**src/rtl/i2a_pkg.sv**
```systemverilog
// Shared types and constants of the integer to ASCII formatter.
`default_nettype none

package i2a_pkg;

  // Format modes carried in the cmd field
  typedef enum logic [1:0] {
    CMD_SDEC = 2'd0,
    CMD_UDEC = 2'd1,
    CMD_HEXL = 2'd2,
    CMD_HEXU = 2'd3
  } cmd_e;

  localparam int unsigned ValueWidth = 64;
  localparam int unsigned QueueDepth = 2;

  // One input transfer
  typedef struct packed {
    logic [1:0]            cmd;
    logic [ValueWidth-1:0] value;
  } in_t;

  // One result transfer
  typedef struct packed {
    logic [7:0] out_char;
    logic       last;
  } out_t;

  // Classified work held between front and back
  typedef struct packed {
    logic                  hex;
    logic                  upper;
    logic                  neg;
    logic [ValueWidth-1:0] mag;
  } work_t;

  // Queue status seen by both sides
  typedef struct packed {
    logic full;
    logic empty;
  } q_stat_t;

endpackage

`default_nettype wire

```
**src/rtl/integer_to_ascii_formatter.sv**
```systemverilog
// Top level of the integer to ASCII formatter.
// A command (cmd, value) is taken when start_i is high and busy_o is low; up to
// two commands wait in a queue while the converter works, and busy_o rises
// when it is full. Each command yields 1 to 20 characters, most significant
// first, each shown on result_o for one cycle with valid_o high and the final
// one flagged by last; the receiver cannot stall, so it must take every
// strobe. A decimal command passes through a dequeue step, 64 double-dabble shift
// steps over a 20-digit BCD register, a minus sign if negative, then 20 digit
// slots with leading zeros skipped. A hex command passes through dequeue, the
// two prefix characters and the same 20 slots.
`default_nettype none

module integer_to_ascii_formatter import i2a_pkg::*; (
  input  wire logic clk_i,
  input  wire logic rst_ni,
  input  wire logic start_i,
  input  wire in_t  item_i,
  output logic      busy_o,
  output logic      valid_o,
  output out_t      result_o
);

  logic    push;
  logic    pop;
  work_t   entry;
  work_t   head;
  q_stat_t stat;

  // Classify incoming commands
  i2a_front u_front (
    .start_i (start_i),
    .item_i  (item_i),
    .stat_i  (stat),
    .busy_o  (busy_o),
    .push_o  (push),
    .entry_o (entry)
  );

  // Buffer work between the two sides
  i2a_queue u_queue (
    .clk_i   (clk_i),
    .rst_ni  (rst_ni),
    .push_i  (push),
    .entry_i (entry),
    .pop_i   (pop),
    .head_o  (head),
    .stat_o  (stat)
  );

  // Convert and emit characters
  i2a_back u_back (
    .clk_i    (clk_i),
    .rst_ni   (rst_ni),
    .head_i   (head),
    .stat_i   (stat),
    .pop_o    (pop),
    .valid_o  (valid_o),
    .result_o (result_o)
  );

endmodule

`default_nettype wire

```
**src/rtl/i2a_front.sv**
```systemverilog
// Front end: accepts commands and classifies them into work entries.
`default_nettype none

module i2a_front import i2a_pkg::*; (
  input  wire logic    start_i,
  input  wire in_t     item_i,
  input  wire q_stat_t stat_i,
  output logic         busy_o,
  output logic         push_o,
  output work_t        entry_o
);

  // Hold off new commands while the queue is full
  assign busy_o = stat_i.full;
  assign push_o = start_i & ~stat_i.full;

  // Decode the mode and take the magnitude of a negative signed value
  always_comb begin
    entry_o.hex   = 1'b0;
    entry_o.upper = 1'b0;
    entry_o.neg   = 1'b0;
    case (cmd_e'(item_i.cmd))
      CMD_SDEC: entry_o.neg = item_i.value[ValueWidth-1];
      CMD_UDEC: entry_o.neg = 1'b0;
      CMD_HEXL: entry_o.hex = 1'b1;
      CMD_HEXU: begin
        entry_o.hex   = 1'b1;
        entry_o.upper = 1'b1;
      end
      default: entry_o.neg = 1'b0;
    endcase
    // The most negative value wraps to its own unsigned magnitude
    entry_o.mag = entry_o.neg ? (~item_i.value + ValueWidth'(1)) : item_i.value;
  end

endmodule

`default_nettype wire

```
**src/rtl/i2a_queue.sv**
```systemverilog
// Short work queue between the front end and the converter.
`default_nettype none

module i2a_queue import i2a_pkg::*; (
  input  wire logic  clk_i,
  input  wire logic  rst_ni,
  input  wire logic  push_i,
  input  wire work_t entry_i,
  input  wire logic  pop_i,
  output work_t      head_o,
  output q_stat_t    stat_o
);

  localparam int unsigned PtrWidth = (QueueDepth > 1) ? $clog2(QueueDepth) : 1;
  localparam int unsigned CntWidth = $clog2(QueueDepth + 1);

  work_t               mem_q [QueueDepth];
  logic [PtrWidth-1:0] wr_ptr_q, wr_ptr_d;
  logic [PtrWidth-1:0] rd_ptr_q, rd_ptr_d;
  logic [CntWidth-1:0] count_q, count_d;

  assign stat_o.full  = (count_q == CntWidth'(QueueDepth));
  assign stat_o.empty = (count_q == '0);
  assign head_o       = mem_q[rd_ptr_q];

  // Advance pointers and occupancy
  always_comb begin
    wr_ptr_d = wr_ptr_q;
    rd_ptr_d = rd_ptr_q;
    count_d  = count_q;
    if (push_i) begin
      wr_ptr_d = (wr_ptr_q == PtrWidth'(QueueDepth - 1)) ? '0 : wr_ptr_q + PtrWidth'(1);
    end
    if (pop_i) begin
      rd_ptr_d = (rd_ptr_q == PtrWidth'(QueueDepth - 1)) ? '0 : rd_ptr_q + PtrWidth'(1);
    end
    if (push_i && !pop_i) begin
      count_d = count_q + CntWidth'(1);
    end else if (!push_i && pop_i) begin
      count_d = count_q - CntWidth'(1);
    end
  end

  always_ff @(posedge clk_i or negedge rst_ni) begin
    if (!rst_ni) begin
      wr_ptr_q <= '0;
      rd_ptr_q <= '0;
      count_q  <= '0;
    end else begin
      wr_ptr_q <= wr_ptr_d;
      rd_ptr_q <= rd_ptr_d;
      count_q  <= count_d;
    end
  end

  // Store the entry on a push
  always_ff @(posedge clk_i) begin
    if (push_i) begin
      mem_q[wr_ptr_q] <= entry_i;
    end
  end

  // Never exceed the queue depth
  a_count_bound: assert property (@(posedge clk_i) disable iff (!rst_ni)
    count_q <= CntWidth'(QueueDepth))
    else $error("queue occupancy above depth");

endmodule

`default_nettype wire

```
**src/rtl/i2a_back.sv**
```systemverilog
// Back end: converts one work entry to digits and emits its characters.
`default_nettype none

module i2a_back import i2a_pkg::*; (
  input  wire logic    clk_i,
  input  wire logic    rst_ni,
  input  wire work_t   head_i,
  input  wire q_stat_t stat_i,
  output logic         pop_o,
  output logic         valid_o,
  output out_t         result_o
);

  localparam int unsigned NumDigits = 20;
  localparam int unsigned DigWidth  = 4 * NumDigits;
  localparam int unsigned LeftWidth = $clog2(NumDigits + 1);
  localparam int unsigned BitWidth  = $clog2(ValueWidth);

  localparam logic [7:0] CharZero  = 8'h30;
  localparam logic [7:0] CharLow   = 8'h61;
  localparam logic [7:0] CharUp    = 8'h41;
  localparam logic [7:0] CharX     = 8'h78;
  localparam logic [7:0] CharMinus = 8'h2d;

  typedef enum logic [2:0] {
    ST_IDLE,
    ST_CONV,
    ST_PFX0,
    ST_PFX1,
    ST_DIG
  } state_e;

  state_e                state_q, state_d;
  logic                  hex_q, hex_d;
  logic                  upper_q, upper_d;
  logic                  neg_q, neg_d;
  logic                  started_q, started_d;
  logic [ValueWidth-1:0] mag_q, mag_d;
  logic [DigWidth-1:0]   dig_q, dig_d;
  logic [BitWidth-1:0]   bit_cnt_q, bit_cnt_d;
  logic [LeftWidth-1:0]  left_q, left_d;
  logic                  valid_q, valid_d;
  out_t                  result_q, result_d;
  logic [DigWidth-1:0]   adj;
  logic [3:0]            top;
  logic                  emit;

  // Map one digit to its ASCII character
  function automatic logic [7:0] digit_char(input logic [3:0] d, input logic up);
    logic [7:0] base;
    base = up ? CharUp : CharLow;
    if (d < 4'd10) begin
      digit_char = CharZero + {4'b0000, d};
    end else begin
      digit_char = base + {4'b0000, d} - 8'd10;
    end
  endfunction

  // Add three to every BCD digit of five or more before each shift
  always_comb begin
    for (int i = 0; i < NumDigits; i++) begin
      adj[4*i +: 4] = (dig_q[4*i +: 4] >= 4'd5) ? dig_q[4*i +: 4] + 4'd3 : dig_q[4*i +: 4];
    end
  end

  assign top  = dig_q[DigWidth-1 -: 4];
  assign emit = started_q | (top != 4'd0) | (left_q == LeftWidth'(1));

  // Sequence load, conversion, prefix and digit emission
  always_comb begin
    state_d   = state_q;
    hex_d     = hex_q;
    upper_d   = upper_q;
    neg_d     = neg_q;
    started_d = started_q;
    mag_d     = mag_q;
    dig_d     = dig_q;
    bit_cnt_d = bit_cnt_q;
    left_d    = left_q;
    valid_d   = 1'b0;
    result_d  = result_q;
    pop_o     = 1'b0;
    case (state_q)
      ST_IDLE: begin
        if (!stat_i.empty) begin
          pop_o     = 1'b1;
          hex_d     = head_i.hex;
          upper_d   = head_i.upper;
          neg_d     = head_i.neg;
          started_d = 1'b0;
          left_d    = LeftWidth'(NumDigits);
          bit_cnt_d = '0;
          if (head_i.hex) begin
            dig_d   = {{(DigWidth-ValueWidth){1'b0}}, head_i.mag};
            state_d = ST_PFX0;
          end else begin
            dig_d   = '0;
            mag_d   = head_i.mag;
            state_d = ST_CONV;
          end
        end
      end
      ST_CONV: begin
        dig_d     = {adj[DigWidth-2:0], mag_q[ValueWidth-1]};
        mag_d     = {mag_q[ValueWidth-2:0], 1'b0};
        bit_cnt_d = bit_cnt_q + BitWidth'(1);
        if (bit_cnt_q == BitWidth'(ValueWidth - 1)) begin
          state_d = neg_q ? ST_PFX0 : ST_DIG;
        end
      end
      ST_PFX0: begin
        valid_d       = 1'b1;
        result_d.last = 1'b0;
        if (hex_q) begin
          result_d.out_char = CharZero;
          state_d           = ST_PFX1;
        end else begin
          result_d.out_char = CharMinus;
          state_d           = ST_DIG;
        end
      end
      ST_PFX1: begin
        valid_d           = 1'b1;
        result_d.last     = 1'b0;
        result_d.out_char = CharX;
        state_d           = ST_DIG;
      end
      ST_DIG: begin
        // Drop leading zeros, keep the final digit always
        if (emit) begin
          valid_d           = 1'b1;
          result_d.out_char = digit_char(top, upper_q);
          result_d.last     = (left_q == LeftWidth'(1));
        end
        started_d = emit;
        dig_d     = {dig_q[DigWidth-5:0], 4'b0000};
        left_d    = left_q - LeftWidth'(1);
        if (left_q == LeftWidth'(1)) begin
          state_d = ST_IDLE;
        end
      end
      default: state_d = ST_IDLE;
    endcase
  end

  // Hold state and the registered result
  always_ff @(posedge clk_i or negedge rst_ni) begin
    if (!rst_ni) begin
      state_q   <= ST_IDLE;
      bit_cnt_q <= '0;
      left_q    <= '0;
      started_q <= 1'b0;
      valid_q   <= 1'b0;
      result_q  <= '0;
    end else begin
      state_q   <= state_d;
      bit_cnt_q <= bit_cnt_d;
      left_q    <= left_d;
      started_q <= started_d;
      valid_q   <= valid_d;
      result_q  <= result_d;
    end
  end

  // Hold work payload
  always_ff @(posedge clk_i) begin
    hex_q    <= hex_d;
    upper_q  <= upper_d;
    neg_q    <= neg_d;
    mag_q    <= mag_d;
    dig_q    <= dig_d;
  end

  assign valid_o  = valid_q;
  assign result_o = result_q;

  a_pop_nonempty: assert property (@(posedge clk_i) disable iff (!rst_ni)
    pop_o |-> !stat_i.empty)
    else $error("pop from empty queue");

  a_cnt_idle: assert property (@(posedge clk_i) disable iff (!rst_ni)
    (state_q != ST_CONV) |-> (bit_cnt_q == '0))
    else $error("conversion counter not cleared");

  a_dig_left: assert property (@(posedge clk_i) disable iff (!rst_ni)
    (state_q == ST_DIG) |-> (left_q != '0))
    else $error("digit slot count ran out");

  a_last_idle: assert property (@(posedge clk_i) disable iff (!rst_ni)
    (valid_q && result_q.last) |-> (state_q == ST_IDLE))
    else $error("final character while work remains");

endmodule

`default_nettype wire

```
**config.mk**
```make
export PLATFORM = sky130hd
export DESIGN_NAME = integer_to_ascii_formatter
export DESIGN_NICKNAME = d
export VERILOG_FILES = /design/src/rtl/i2a_pkg.sv /design/src/rtl/integer_to_ascii_formatter.sv /design/src/rtl/i2a_front.sv /design/src/rtl/i2a_queue.sv /design/src/rtl/i2a_back.sv
export SDC_FILE = /design/constraint.sdc
export NUM_CORES = 1
export LEC_CHECK = 0
export BUFFER_PORTS_ARGS = -buffer_cell sky130_fd_sc_hd__buf_4
export CORE_AREA = 5 5 126 247
export DETAILED_ROUTE_END_ITERATION = 7
export DIE_AREA = 0 0 131 252
export GPL_TIMING_DRIVEN = 0
export PLACE_DENSITY_LB_ADDON = 0.12
export SYNTH_ARGS = -nofsm -noshare
export SYNTH_HDL_FRONTEND = slang
export SYNTH_SLANG_ARGS = --single-unit
```
**constraint.sdc**
```tcl
create_clock -name clk_i -period 5.1 [get_ports clk_i]
set_input_delay 1.275 -clock clk_i [delete_from_list [all_inputs] [get_ports clk_i]]
set_output_delay 1.275 -clock clk_i [all_outputs]
set_load 0.03 [all_outputs]
```
==> flow_summary.yaml <==
outcome:
  status: "finished, final reports clean"
clocking:
  hold_buffers: 0
  clk_root_buffer_cell: "sky130_fd_sc_hd__clkbuf_16"
  clk_latency_ps: 550
  cts_repair_resize_count: 0
  cts.reportedPaths.clkPinSlew_ps: 70
  postCtsSetupBuffers: 0
  tritoncts_num_sinks: 309
  tritoncts: "done"
  cts_inserted_buffers: 27
  cts.path.max_buffers: 3
  htree_levels: 1
setup_path:
  cp_data_required_time_ps: 5380
  highest_fanout_seen_on_the_critical_path: 10
  timing.critical_path.to_type: "flop"
  worst-setup-path-type: "in2reg"
  reg2reg_from: "u_back.state_q[1]"
  startpoint: "item_i[1]"
  crit_path_start_kind: "input port"
  worstPathArrival_ps: 3370
  setup.reg_to_reg.worst_slack_ps: 2180
synth:
  fraction_of_synthesis_flops_using_an_asynchronous_set_or_reset_pin_pct: 9.061
  synth-simple-area-share_pct: 12.58
  syn_avg_cell_area_sq_um: 11.57
  yosysWarningCount: 0
  synth_top_family_by_area: "compound AO/OA/AOI/OAI gates"
  synthesis.area_sq_um: 15880
  yosys-mux-area-fraction_pct: 4.603
  netlist_instances: 1372
  synth-xor-area-share_pct: 5.296
  synth-edff-count: 281
  synth-seq-area-share_pct: 57.57
  synth_cell_type_count: 66
  synthFlopType: "sky130_fd_sc_hd__edfxtp_1"
  synth.ff_latch_count: 309
  synth_fp_nets: 1487
  post_synth_fa_ha_maj_area_fraction_pct: 3.625
  complex_gate_fraction_of_the_synthesized_area_pct: 13.33
sta:
  final_hold_viol_count: 0
  timing.final.setup_violations: 0
  post-route-worst-setup-slack_ps: 2010
  final.min_clock_period_ps: 3090
  rsz0062_at_grt: "no"
  fmax_ghz: 0.3236
  tns_ps: 0
  finClkSkew_ps: 12.74
  report.final.slew_viol_count: 0
  max_slew_margin_pct: 36.48
  hold_worst_slack_ps: 490.1
  worstMarginPinSlew_ps: 952.8
  post-route-period-util_pct: 60.60
floorplanning:
  floorplan.io_pins: 80
  placeableCoreArea_sq_um: 28850
  die_width_um: 131
  std_cell_rows: 88
  floorplan.initialDensity_pct: 55.03
  die_height_um: 252
  fp.dieArea_sq_um: 33010
min_path:
  hp-start: "u_back.started_q"
  hold_path_class: "reg2reg"
placed_design:
  gp_routability_congestion: 0.9475
  pre_cts_slack_ps: 1423
  dp.final_hpwl_um: 29350
  io_buffer_count: 78
flow_run:
  max_cap_violations: 0
final_layout:
  fin_nets: 1601
  ant_diodes: 0
  syn_to_final_growth_pct: 13.52
  fill_cells: 2350
  post_route_cells_drive_above_1_share_pct: 11.68
detailed_routing:
  detail-route-antenna-nets: 0
  route.vias.total: 11104
  detail_route.vias_per_cell: 5.948
  post_route_drc_violation_count: 0
  routed_wl_um: 39040
  drt_iter0_drc: 686
  first_pass_iters: 7
  avgRoutedWirePerCell_um: 20.91
power:
  power_density_nw_per_um2: 646.2
  p_total_mw: 11.65
  total_leakage_power_nw: 6.710
  vdd_drop_max_v: 0.0003544
global_route:
  wire_length_of_the_first_global_routing_pass_um: 58980
  vias_in_the_first_global_route: 11084
  grt_antenna_before_repair: 0
  overall_track_demand_over_capacity_in_global_routing_pct: 23.30
  global_route_overflow: 0
  largest_net_degree_at_the_start_of_global_routing: 65
[critical path, stage by stage]
cell,delay [ps]
sky130_fd_sc_hd__buf_4,120
sky130_fd_sc_hd__inv_1,70
sky130_fd_sc_hd__ha_1,170
sky130_fd_sc_hd__nor3b_2,410
sky130_fd_sc_hd__nand4_4,320
sky130_fd_sc_hd__nor4_2,620
sky130_fd_sc_hd__a31oi_1,190
sky130_fd_sc_hd__xor2_1,190
[synth_stat cells, types with 10 or more instances]
master	number	area, sq um
sky130_fd_sc_hd__a21oi_1	171	855.8
sky130_fd_sc_hd__nand2_1	86	322.8
sky130_fd_sc_hd__dfrtp_1	28	700.7
sky130_fd_sc_hd__nor3_1	12	60.06
sky130_fd_sc_hd__a31oi_1	16	100.1
sky130_fd_sc_hd__or3_1	12	75.07
sky130_fd_sc_hd__nor2_1	145	544.3
sky130_fd_sc_hd__nor2b_1	11	68.82
sky130_fd_sc_hd__xnor2_1	47	411.6
sky130_fd_sc_hd__buf_2	10	50.05
sky130_fd_sc_hd__nand2b_1	22	137.6
sky130_fd_sc_hd__xor2_1	49	429.2
sky130_fd_sc_hd__o21ai_0	68	340.3
sky130_fd_sc_hd__edfxtp_1	281	8438
sky130_fd_sc_hd__nor3b_1	25	187.7
sky130_fd_sc_hd__o221ai_1	46	402.9
sky130_fd_sc_hd__inv_1	58	217.7
sky130_fd_sc_hd__clkbuf_1	46	172.7
sky130_fd_sc_hd__ha_1	46	575.6
sky130_fd_sc_hd__mux2i_1	64	640.6
[sequential cells by signal, summed over array words and instances, names as in the netlist]
register	cells
u_back.bit_cnt_q	6
u_back.dig_q	80
u_back.hex_q	1
u_back.left_q	5
u_back.mag_q	64
u_back.neg_q	1
u_back.result_o	8
u_back.started_q	1
u_back.state_q	3
u_back.upper_q	1
u_back.valid_o	1
u_queue.count_q	2
u_queue.mem_q	134
u_queue.rd_ptr_q	1
u_queue.wr_ptr_q	1
[logic make-up after synthesis]
family / after synthesis
fa+ha+maj: 46
buf+inv: 119
flops: 309
other cells: 1
xor+xnor: 96
compound gates: 353
mux: 72
simple gates: 376
[power breakdown]
| group | internal (mW) | switching (mW) |
|---|---|---|
| Sequential | 4.24 | 0.590 |
| Combinational | 1.70 | 2.98 |
| Clock | 1.23 | 0.913 |
[per-stage QoR]
stage | instance area, sq um | utilization (%) | instances
after floorplan | 15880 | - | 1372
after detailed placement | 17100 | 59.27 | 1817
after global placement | 16910 | 58.62 | 1810
after global routing | 18020 | 62.47 | 1867
after CTS | 18020 | 62.47 | 1867
final | 18020 | 62.47 | 1867
[layout make-up]
class	count	area, sq um	area share, %
flip-flops and latches	309	9139	50.71
multi-input cells	944	6295	34.93
repair buffers	85	740.7	4.110
clock buffers	31	690.7	3.832
well taps	360	450.4	2.499
plain buffers	60	251.5	1.395
clock inverters	19	234.0	1.298
inverters	59	221.5	1.229
[routing by layer]
layer  track usage [%]  vias up  share of wire, %  wire, um
li1                  -     5330                 -         -
met1             25.31     5322                36     14060
met2             43.09      328                54     20990
met3             2.161      124               4.2      1655
met4             12.86        0               6.0      2331
met5                 0        -                 0         0
[final timing paths]
check / endpoint / cells past startpoint
max: u_queue.mem_q[0][48] / 8
min: u_back.started_q / 2
max reg2reg: u_back.mag_q[60] / 7
min reg2reg: u_back.started_q / 2
max in group asynchronous: u_back.left_q[1] / 1
min in group asynchronous: u_queue.wr_ptr_q / 1
[placed cells by master (no fill, tap or decap), drive strengths merged, types with 3 or more instances in the layout]
master | Yosys | final
a31oi | 16 | 16
edfxtp | 281 | 281
nand2b | 22 | 22
o22ai | 9 | 9
a21oi | 171 | 171
nand2 | 87 | 87
mux2 | 8 | 8
nor3b | 26 | 26
xor2 | 49 | 49
o21ai | 71 | 71
nor3 | 19 | 19
ha | 46 | 46
inv | 59 | 61
o31ai | 7 | 7
nor4 | 15 | 15
clkinvlp | 0 | 3
buf | 13 | 98
dfrtp | 28 | 28
clkbuf | 47 | 78
a221o | 5 | 5
or3 | 12 | 12
clkinv | 0 | 9
o32ai | 4 | 4
nand3 | 11 | 11
nand4 | 8 | 8
o221ai | 46 | 46
nor4b | 4 | 4
a22o | 8 | 8
bufinv | 0 | 5
mux2i | 64 | 64
or4 | 3 | 3
nor2b | 11 | 11
nor2 | 145 | 145
xnor2 | 47 | 47
and3 | 5 | 5
a22oi | 3 | 3
Note: power is estimated with default switching activity, not from simulation.
